### config.mk
export PLATFORM = sky130hd
export DESIGN_NAME = linear_index_region_stats
export DESIGN_NICKNAME = d
export VERILOG_FILES = /design/src/rtl/lirs_pkg.sv /design/src/rtl/linear_index_region_stats.sv
export SDC_FILE = /design/constraint.sdc
export NUM_CORES = 1
export LEC_CHECK = 0
export BUFFER_PORTS_ARGS = -buffer_cell sky130_fd_sc_hd__clkbuf_2
export CELL_PAD_IN_SITES_DETAIL_PLACEMENT = 1
export CELL_PAD_IN_SITES_GLOBAL_PLACEMENT = 1
export CORE_MARGIN = 2
export CORE_UTILIZATION = 43
export DETAILED_ROUTE_END_ITERATION = 8
export HOLD_SLACK_MARGIN = 0.06
export PLACE_DENSITY_LB_ADDON = 0.1
export SKIP_CTS_REPAIR_TIMING = 1
export SLEW_MARGIN = 20
export SYNTH_ARGS = -nofsm -noshare
export SYNTH_HDL_FRONTEND = slang
export SYNTH_SLANG_ARGS = --single-unit
### constraint.sdc
create_clock -name i_clk -period 5.1 [get_ports i_clk]
set_clock_uncertainty 0.1 [all_clocks]
set_input_delay 0.255 -clock i_clk [delete_from_list [all_inputs] [get_ports i_clk]]
set_output_delay 0.255 -clock i_clk [all_outputs]
set_load 0.02 [all_outputs]
### src/rtl/lirs_pkg.sv
// Types and field widths shared by the linear index region statistics block.
package lirs_pkg;

    localparam int IDX_W      = 25;
    localparam int CFG_W      = 13;
    localparam int ROW_W      = 13;
    localparam int COL_W      = 25;
    localparam int MEAN_ROW_W = 21;
    localparam int MEAN_COL_W = 33;

    typedef struct packed {
        logic [IDX_W-1:0] linear_index;
        logic             last_index;
    } t_in_item;

    typedef struct packed {
        logic [ROW_W-1:0]      row;
        logic [COL_W-1:0]      column;
        logic                  summary_valid;
        logic [ROW_W-1:0]      min_row;
        logic [ROW_W-1:0]      max_row;
        logic [MEAN_ROW_W-1:0] mean_row;
        logic [COL_W-1:0]      min_column;
        logic [COL_W-1:0]      max_column;
        logic [MEAN_COL_W-1:0] mean_column;
    } t_out_item;

endpackage

### src/rtl/linear_index_region_stats.sv
// Top level: splits linear pixel indices into row and column and keeps region statistics.
// An item is taken only while idle, so no new item is taken until the last one's result is registered;
// a radix-2 divider sharing one subtractor takes one quotient bit a cycle.
// An item marked last runs the same divider twice more for the means.
// Synchronous active-low reset sets the height register to 1 and clears the region state.
module linear_index_region_stats
    import lirs_pkg::*;
#(
    parameter int MAX_HEIGHT       = 4096,
    parameter int MAX_REGION_COUNT = 16777216,
    parameter int MEAN_FRAC_BITS   = 8
) (
    input  logic             i_clk,
    input  logic             i_rst_n,
    input  logic             i_cfg_valid,
    output logic             o_cfg_ready,
    input  logic [CFG_W-1:0] i_cfg_data,
    input  logic             i_in_valid,
    output logic             o_in_ready,
    input  t_in_item         i_in_item,
    output logic             o_out_valid,
    input  logic             i_out_ready,
    output t_out_item        o_out_item
);

    localparam int HW  = $clog2(MAX_HEIGHT + 1);
    localparam int CW  = $clog2(MAX_REGION_COUNT + 1);
    localparam int RTW = HW + CW;
    localparam int CTW = COL_W + CW;
    localparam int VW  = (HW > CW) ? HW : CW;
    localparam int DW  = (CTW + MEAN_FRAC_BITS > IDX_W) ? CTW + MEAN_FRAC_BITS : IDX_W;
    localparam int SW  = $clog2(DW + 1);

    typedef enum logic [2:0] {
        S_IDLE,
        S_DIV_IDX,
        S_UPDATE,
        S_DIV_ROW,
        S_DIV_COL,
        S_FINISH
    } t_state;

    t_state                r_state;
    logic [CFG_W-1:0]      r_height;
    logic                  r_last;
    logic [VW-1:0]         r_divisor;
    logic [VW-1:0]         r_rem;
    logic [DW-1:0]         r_dividend;
    logic [SW-1:0]         r_steps;
    logic [HW-1:0]         r_row;
    logic [COL_W-1:0]      r_col;
    logic [MEAN_ROW_W-1:0] r_mean_row;
    logic [CW-1:0]         r_count;
    logic [HW-1:0]         r_row_lo;
    logic [HW-1:0]         r_row_hi;
    logic [RTW-1:0]        r_row_sum;
    logic [COL_W-1:0]      r_col_lo;
    logic [COL_W-1:0]      r_col_hi;
    logic [CTW-1:0]        r_col_sum;
    logic                  r_out_valid;
    t_out_item             r_out;

    logic [VW:0]      trial;
    logic             qbit;
    logic [VW:0]      diff;
    logic [VW-1:0]    step_rem;
    logic [DW-1:0]    step_div;
    logic [IDX_W-1:0] zero_based;
    logic [31:0]      h_wide;
    logic [VW-1:0]    h_eff;
    logic [HW-1:0]    cur_row;
    logic [COL_W-1:0] cur_col;
    logic             first;
    logic             room;
    logic [CW-1:0]    n_count;
    logic [HW-1:0]    n_row_lo;
    logic [HW-1:0]    n_row_hi;
    logic [RTW-1:0]   n_row_sum;
    logic [COL_W-1:0] n_col_lo;
    logic [COL_W-1:0] n_col_hi;
    logic [CTW-1:0]   n_col_sum;
    logic             out_free;

    always_comb begin
        trial    = {r_rem, r_dividend[DW-1]};
        qbit     = trial >= {1'b0, r_divisor};
        diff     = trial - {1'b0, r_divisor};
        step_rem = qbit ? diff[VW-1:0] : trial[VW-1:0];
        step_div = {r_dividend[DW-2:0], qbit};
    end

    always_comb begin
        zero_based = (i_in_item.linear_index == '0) ? '0
                                                     : i_in_item.linear_index - IDX_W'(1);
        h_wide = 32'(r_height);
        if (h_wide == 32'd0) begin
            h_wide = 32'd1;
        end else if (h_wide > 32'(MAX_HEIGHT)) begin
            h_wide = 32'(MAX_HEIGHT);
        end
        h_eff = h_wide[VW-1:0];
    end

    always_comb begin
        cur_row   = HW'(r_rem) + HW'(1);
        cur_col   = COL_W'(r_dividend) + COL_W'(1);
        first     = r_count == '0;
        room      = r_count < CW'(MAX_REGION_COUNT);
        n_row_lo  = (first || cur_row < r_row_lo) ? cur_row : r_row_lo;
        n_row_hi  = (first || cur_row > r_row_hi) ? cur_row : r_row_hi;
        n_col_lo  = (first || cur_col < r_col_lo) ? cur_col : r_col_lo;
        n_col_hi  = (first || cur_col > r_col_hi) ? cur_col : r_col_hi;
        n_count   = room ? r_count + CW'(1) : r_count;
        n_row_sum = room ? r_row_sum + RTW'(cur_row) : r_row_sum;
        n_col_sum = room ? r_col_sum + CTW'(cur_col) : r_col_sum;
    end

    assign out_free = !r_out_valid || i_out_ready;

    always_ff @(posedge i_clk) begin
        if (!i_rst_n) begin
            r_state     <= S_IDLE;
            r_height    <= CFG_W'(1);
            r_out_valid <= 1'b0;
            r_count     <= '0;
            r_row_lo    <= '0;
            r_row_hi    <= '0;
            r_row_sum   <= '0;
            r_col_lo    <= '0;
            r_col_hi    <= '0;
            r_col_sum   <= '0;
        end else begin
            if (i_cfg_valid) begin
                r_height <= i_cfg_data;
            end
            if (r_out_valid && i_out_ready) begin
                r_out_valid <= 1'b0;
            end
            unique case (r_state)
                S_IDLE: begin
                    if (i_in_valid) begin
                        r_last     <= i_in_item.last_index;
                        r_divisor  <= h_eff;
                        r_rem      <= '0;
                        r_dividend <= DW'(zero_based) << (DW - IDX_W);
                        r_steps    <= SW'(IDX_W);
                        r_state    <= S_DIV_IDX;
                    end
                end
                S_DIV_IDX: begin
                    r_rem      <= step_rem;
                    r_dividend <= step_div;
                    r_steps    <= r_steps - SW'(1);
                    if (r_steps == SW'(1)) begin
                        r_state <= S_UPDATE;
                    end
                end
                S_UPDATE: begin
                    r_row     <= cur_row;
                    r_col     <= cur_col;
                    r_count   <= n_count;
                    r_row_lo  <= n_row_lo;
                    r_row_hi  <= n_row_hi;
                    r_row_sum <= n_row_sum;
                    r_col_lo  <= n_col_lo;
                    r_col_hi  <= n_col_hi;
                    r_col_sum <= n_col_sum;
                    if (r_last) begin
                        r_divisor  <= VW'(n_count);
                        r_rem      <= '0;
                        r_dividend <= DW'(n_row_sum) << (DW - RTW);
                        r_steps    <= SW'(RTW + MEAN_FRAC_BITS);
                        r_state    <= S_DIV_ROW;
                    end else begin
                        r_state <= S_FINISH;
                    end
                end
                S_DIV_ROW: begin
                    r_rem      <= step_rem;
                    r_dividend <= step_div;
                    r_steps    <= r_steps - SW'(1);
                    if (r_steps == SW'(1)) begin
                        r_mean_row <= MEAN_ROW_W'(step_div);
                        r_rem      <= '0;
                        r_dividend <= DW'(r_col_sum) << (DW - CTW);
                        r_steps    <= SW'(CTW + MEAN_FRAC_BITS);
                        r_state    <= S_DIV_COL;
                    end
                end
                S_DIV_COL: begin
                    r_rem      <= step_rem;
                    r_dividend <= step_div;
                    r_steps    <= r_steps - SW'(1);
                    if (r_steps == SW'(1)) begin
                        r_state <= S_FINISH;
                    end
                end
                S_FINISH: begin
                    if (out_free) begin
                        r_out.row           <= ROW_W'(r_row);
                        r_out.column        <= r_col;
                        r_out.summary_valid <= r_last;
                        if (r_last) begin
                            r_out.min_row     <= ROW_W'(r_row_lo);
                            r_out.max_row     <= ROW_W'(r_row_hi);
                            r_out.mean_row    <= r_mean_row;
                            r_out.min_column  <= r_col_lo;
                            r_out.max_column  <= r_col_hi;
                            r_out.mean_column <= MEAN_COL_W'(r_dividend);
                            r_count           <= '0;
                            r_row_lo          <= '0;
                            r_row_hi          <= '0;
                            r_row_sum         <= '0;
                            r_col_lo          <= '0;
                            r_col_hi          <= '0;
                            r_col_sum         <= '0;
                        end else begin
                            r_out.min_row     <= '0;
                            r_out.max_row     <= '0;
                            r_out.mean_row    <= '0;
                            r_out.min_column  <= '0;
                            r_out.max_column  <= '0;
                            r_out.mean_column <= '0;
                        end
                        r_out_valid <= 1'b1;
                        r_state     <= S_IDLE;
                    end
                end
                default: begin
                    r_state <= S_IDLE;
                end
            endcase
        end
    end

    assign o_cfg_ready = 1'b1;
    assign o_in_ready  = r_state == S_IDLE;
    assign o_out_valid = r_out_valid;
    assign o_out_item  = r_out;

endmodule

## Word-level counts from Yosys, hierarchy flattened

Cells that the tools add are included.

- RAM bits: 0
- Bits in read-only memories: 0
- Word-level logic and storage cells: 138
- Input bits: 44
- Memories: 0
- Output and inout port bits: 172
- Latch bits: 0
- Flip-flop bits (word level): 549

- Divide/modulo/power cells: 0
- Shift operators: 0
- Order comparisons: 7
- $add $sub $neg: 8
- Reductions and logical operators: 28
- Multipliers: 0
- Eq/ne operators: 18
- Muxes and demuxes: 50
- Bitwise operators: 0

Operators by type and width:

| kind | count |
|---|---|
| $mux 25 | 11 |
| $pmux 58 s4 | 1 |
| $pmux 25 s2 | 4 |
| $mux 58 | 3 |
| $mux 50 | 3 |
| $mux 38 | 3 |
| $pmux 25 s4 | 1 |
| $pmux 50 s2 | 1 |
| $mux 13 | 6 |
| $pmux 38 s2 | 1 |
| $pmux 13 s2 | 2 |
| $add 25x1->25 const B | 2 |
| $add 50x25->50 | 1 |
| $logic_not 25->1 | 2 |
| $add 38x13->38 | 1 |
| $reduce_and 4->1 | 7 |
| $ge 26x25->1 | 1 |
| $gt 25x25->1 | 1 |
| $lt 25x25->1 | 1 |
| $lt 25x25->1 const B | 1 |
| $sub 25x1->25 const B | 1 |
| $sub 25x25->25 | 1 |
| $ne 2x2->1 const B | 12 |
| $pmux 6 s4 | 1 |
| 24 further kinds | 43 |

## Depth between registers and ports, before layout

- Word-level depth: 5
- Depth in mapped cells: 16
- Gate-level depth less buffers: 14

## Worst setup path before layout

No wires, ideal clock.

- Path kind: input -> register
- Start point: input port i_rst_n
- End point: register r_dividend[0], enable pin
- Path slack: -0.427 ns
- Cell stages on the path: 6
- Arrival: 4.888 ns
- Buffers on the path: 4
- Path through: clkbuf_1 > inv_1 > clkbuf_1 > clkbuf_1 > clkbuf_1 > nor2_1

- Cells in the longest elaborated chain, start to end: 1

Ends and longest elaborated chain:

| what | RTL line | RTL |
|---|---|---|
| start: declaration | linear_index_region_stats.sv:14 | `input logic i_rst_n,` |
| $reduce_and 4->1 (no source line) | n/a |  |
| end signal: assignment | linear_index_region_stats.sv:145 | `r_dividend <= DW'(zero_based) << (DW - IDX_W);` |
| end signal: assignment | linear_index_region_stats.sv:152 | `r_dividend <= step_div;` |
| end signal: assignment | linear_index_region_stats.sv:171 | `r_dividend <= DW'(n_row_sum) << (DW - RTW);` |
| end: declaration | linear_index_region_stats.sv:48 | `logic [DW-1:0] r_dividend;` |

Every way passes these cells.
A chain may end at the register's enable or synchronous reset.

## Worst setup path in the final report

- Start point: register r_dividend[2]
- End point: register r_col_sum[29]

- Cells in the longest elaborated chain, start to end: 4

Ends and longest elaborated chain:

| what | RTL line | RTL |
|---|---|---|
| $add 25x1->25 | linear_index_region_stats.sv:106 | `cur_col = COL_W'(r_dividend) + COL_W'(1);` |
| named net cur_col[10] | linear_index_region_stats.sv:72 | `logic [COL_W-1:0] cur_col;` |
| $add 50x25->50 | linear_index_region_stats.sv:115 | `n_col_sum = room ? r_col_sum + CTW'(cur_col) : r_col_sum;` |
| $mux 50 | linear_index_region_stats.sv:115 |  |
| $pmux 50 s2 | linear_index_region_stats.sv:139 | `unique case (r_state)` |
| end signal: assignment | linear_index_region_stats.sv:167 | `r_col_sum <= n_col_sum;` |
| end: declaration | linear_index_region_stats.sv:59 | `logic [CTW-1:0] r_col_sum;` |

The timed path passes the listed nets, and every way through them passes these cells. The select of a mux whose other input is x is not followed.

==> results.md <==
* Pwr/cell area at 531 nW/um^2
* Main synth FF type: edfxtp_1
* Initial antenna violation count at 0
* Sw Share at 0.377
* Routed len/inst at 22.1 um
* Post-DRT Antenna Nets at 0
* Critical path startpoint category: flip-flop
* Syn_nets at between 2,000 and 3,000
* Post-synthesis instance total at ~2,700
* Share of the synthesized area in the top cell type at 0.368
* Fraction of layout cells with a size suffix above 1 at 0.140
* Synth area leaders: edfxtp_1 37%, dfxtp_1 15%, ha_1 6.4%
* Vias after detailed routing at around 22,000
* Crit path DAT at 5.27 ns
* Register bit total from synthesis at about 550
* Dpl hpwl at just over 60,000 um
* Crit end category: flip-flop
* Req. time, crit path at between 5 and 6 ns
* Area of the mapped netlist at 28,000 um^2
* Final Hold Vio Count at 0
* NumNets Final at 3,123
* Chip height at approximately 260 um
* Synth Area in XOR/XNOR at 0.0470
* Root Driver: clkbuf_16
* Adder-Cell Fraction of Synth Area at 0.0666
* Num CTS Buffers at 60
* Complex-gate fraction of the synthesized area at 0.147
* First drt pass iteration count at 9
* Clock-pin slew on the worst setup and hold paths at approximately 0.06 ns
* Clk pwr share at 0.260
* Avg Inst Size Synth at 10.3 um^2
* LEAKAGE at roughly 12 nW
* DR vias/cell at approximately 5.7
* Routability cong. at about 0.88
* # rows at 93
* Int Pwr at roughly 11 mW
* Io pins at about 220
* Count leader, synth: edfxtp_1
* Crit Path Category: flip-flop to flip-flop
* Clock Sinks at about 550
* All-Layer GR Usage at 0.249
* Area grow syn2layout at 16.0%
* Status: finished, final reports clean
* Drt drc at 0
* Clk buf depth at 3
* Switch Pwr at around 6.5 mW
* Vias in the first global route at 23,000
* Area leader, netlist: edfxtp_1
* Clk_lat worst skew at around 0.65 ns
* Drt first-iter violations at 1,375
* N_diodes at 0
* Sequential cell area fraction in the yosys report at 0.516
* EDFF count, synth at ~340
* Sequential share of power at 0.361
* Setup_tns at 0 ns
* Period utilization at 0.942
* Simple-Gate Fraction of Synth Area at 0.159
* Logic pwr share at 0.379
* Final Cell Area at 32,400 um^2
* Minimum clock period at slightly below 5 ns
* TritonCTS clock tree: yes
* Maximum VDD drop at between 0.2 and 0.3 mV
* Crit path max fanout at 8
* CORE AREA at around 64,000 um^2
* MaxCap Viol Count at 0
* Final Setup Violations at 0
* Post-DP Area at 30,200 um^2
* Commonest cells post-synth: 343 x edfxtp_1, 273 x nor2_1, 206 x dfxtp_1
* Min-Delay Path Class: input port to flip-flop
* Die ar. at around 67,000 um^2
* Total Wirelength at 84,700 um
* Netlist cell types at 94
* Warnings, synthesis at 0
* I/O Buffers at around 210
* Max_slew headroom at 0.282
* Actual slew at the worst max-slew pin at between 1 and 1.5 ns
* Total grt overflow at 0
* Main combinational cell family by area after synthesis: simple AND/OR/NAND/NOR gates
* Largest net degree at the start of global routing at 90
* Proportion of synthesized area in mux cells at 0.0230
* Async S/R FF share, synth at 0
* Setup repair after global routing missed its margin: no
* Die W at roughly 260 um
* Initial core utilization at 0.434
* Final Slew Violations at 0
* Fmax at 208 MHz
* H-tree depth at 2
* First-pass GRT wire length at between 100,000 and 150,000 um
[power groups by stage]
stage	registers, mW	clock network [mW]	logic [mW]
finish	6.21	4.48	6.52
global route	6.28	4.75	7.19
CTS	6.20	4.58	6.49
detailed placement	6.29	0	6.42
global placement	6.25	0	6.21
floorplan	6.16	0	4.40
[routing by layer]
metal,vias to the layer above,global-route usage,wire [um]
li1,10400,-,-
met1,11000,0.311,36300
met2,445,0.449,43100
met3,130,0.0289,3090
met4,0,0.0755,2310
met5,-,0,0
[worst max-delay path: stages, from the launching register on]
cell       delay (ns)
edfxtp_1         0.50
and4_1           0.29
and3_1           0.31
nand2_1          0.10
xnor2_1          0.69
ha_1             0.44
a21oi_1          0.17
o21ai_1          0.12
a2111oi_2        0.37
a211oi_1         0.15
buf_4            0.18
a311o_2          0.43
a211oi_1         0.52
o21ai_0          0.21
a21oi_1          0.17
[final timing paths]
check	cells past startpoint	startpoint	slack [ns]	to
worst min-delay path	4	i_in_item[14]	0.07	r_dividend[46]$_DFFE_PP_
worst max register to register	14	r_dividend[2]$_DFFE_PP_	0.29	r_col_sum[29]$_SDFFE_PN0P_
worst min register to register	0	r_col[23]$_DFFE_PP_	0.30	o_out_item[154]$_DFFE_PP_
worst max-delay path	14	r_dividend[2]$_DFFE_PP_	0.29	r_col_sum[29]$_SDFFE_PN0P_
[cell type report]
type / count / area, um^2
Multi-Input combinational cell: 1862 / 12500
Timing Repair Buffer: 295 / 1790
Clock inverter: 37 / 422
Tap cell: 855 / 1070
Clock buffer: 77 / 1610
Inverter: 164 / 618
Fill cell: 7090 / 31900
Sequential cell: 549 / 14400
[stage by stage]
step	total power [mW]	setup slack, ns	std cells	hold WS [ns]	util
4_1_cts	17.3	0.161	3818	-0.338	0.500
6_report	17.2	0.295	3839	0.0735	0.504
2_1_floorplan	10.6	1.07	2706	0.254	-
3_5_place_dp	12.7	0.217	3704	0.307	0.469
5_1_grt	18.2	0.0149	3839	0.0829	0.504
3_3_place_gp	12.5	0.442	3704	0.305	0.469
[cell usage in the layout, fill, tap and decap left out, types with 67 or more instances in the layout]
cell type    n
nand3_1    108
and2_1      92
dfxtp_1    206
inv_1      159
nor2_1     269
a21oi_1    153
ha_1       144
o21ai_0     99
nand2_1    173
xor2_1      67
clkbuf_2   214
xnor2_1     81
edfxtp_1   343
[sequential cells by signal (all words and copies together), names as in the netlist]
register / flops
o_out_item: 169
o_out_valid: 1
r_col: 25
r_col_hi: 25
r_col_lo: 25
r_col_sum: 50
r_count: 25
r_dividend: 58
r_divisor: 25
r_height: 13
r_last: 1
r_mean_row: 21
r_rem: 25
r_row: 13
r_row_hi: 13
r_row_lo: 13
r_row_sum: 38
r_state: 3
r_steps: 6
[logic make-up (layout without fill, tap and decap cells)]
kind of cell / after synthesis / after routing
fa+ha+maj: 147 / 147
xor+xnor: 150 / 150
buf+inv: 296 / 573
compound gates: 610 / 611
simple gates: 889 / 889
mux: 64 / 64
flops: 549 / 549
other cells: 1 / 1
Power figures use the tool's default switching activity.
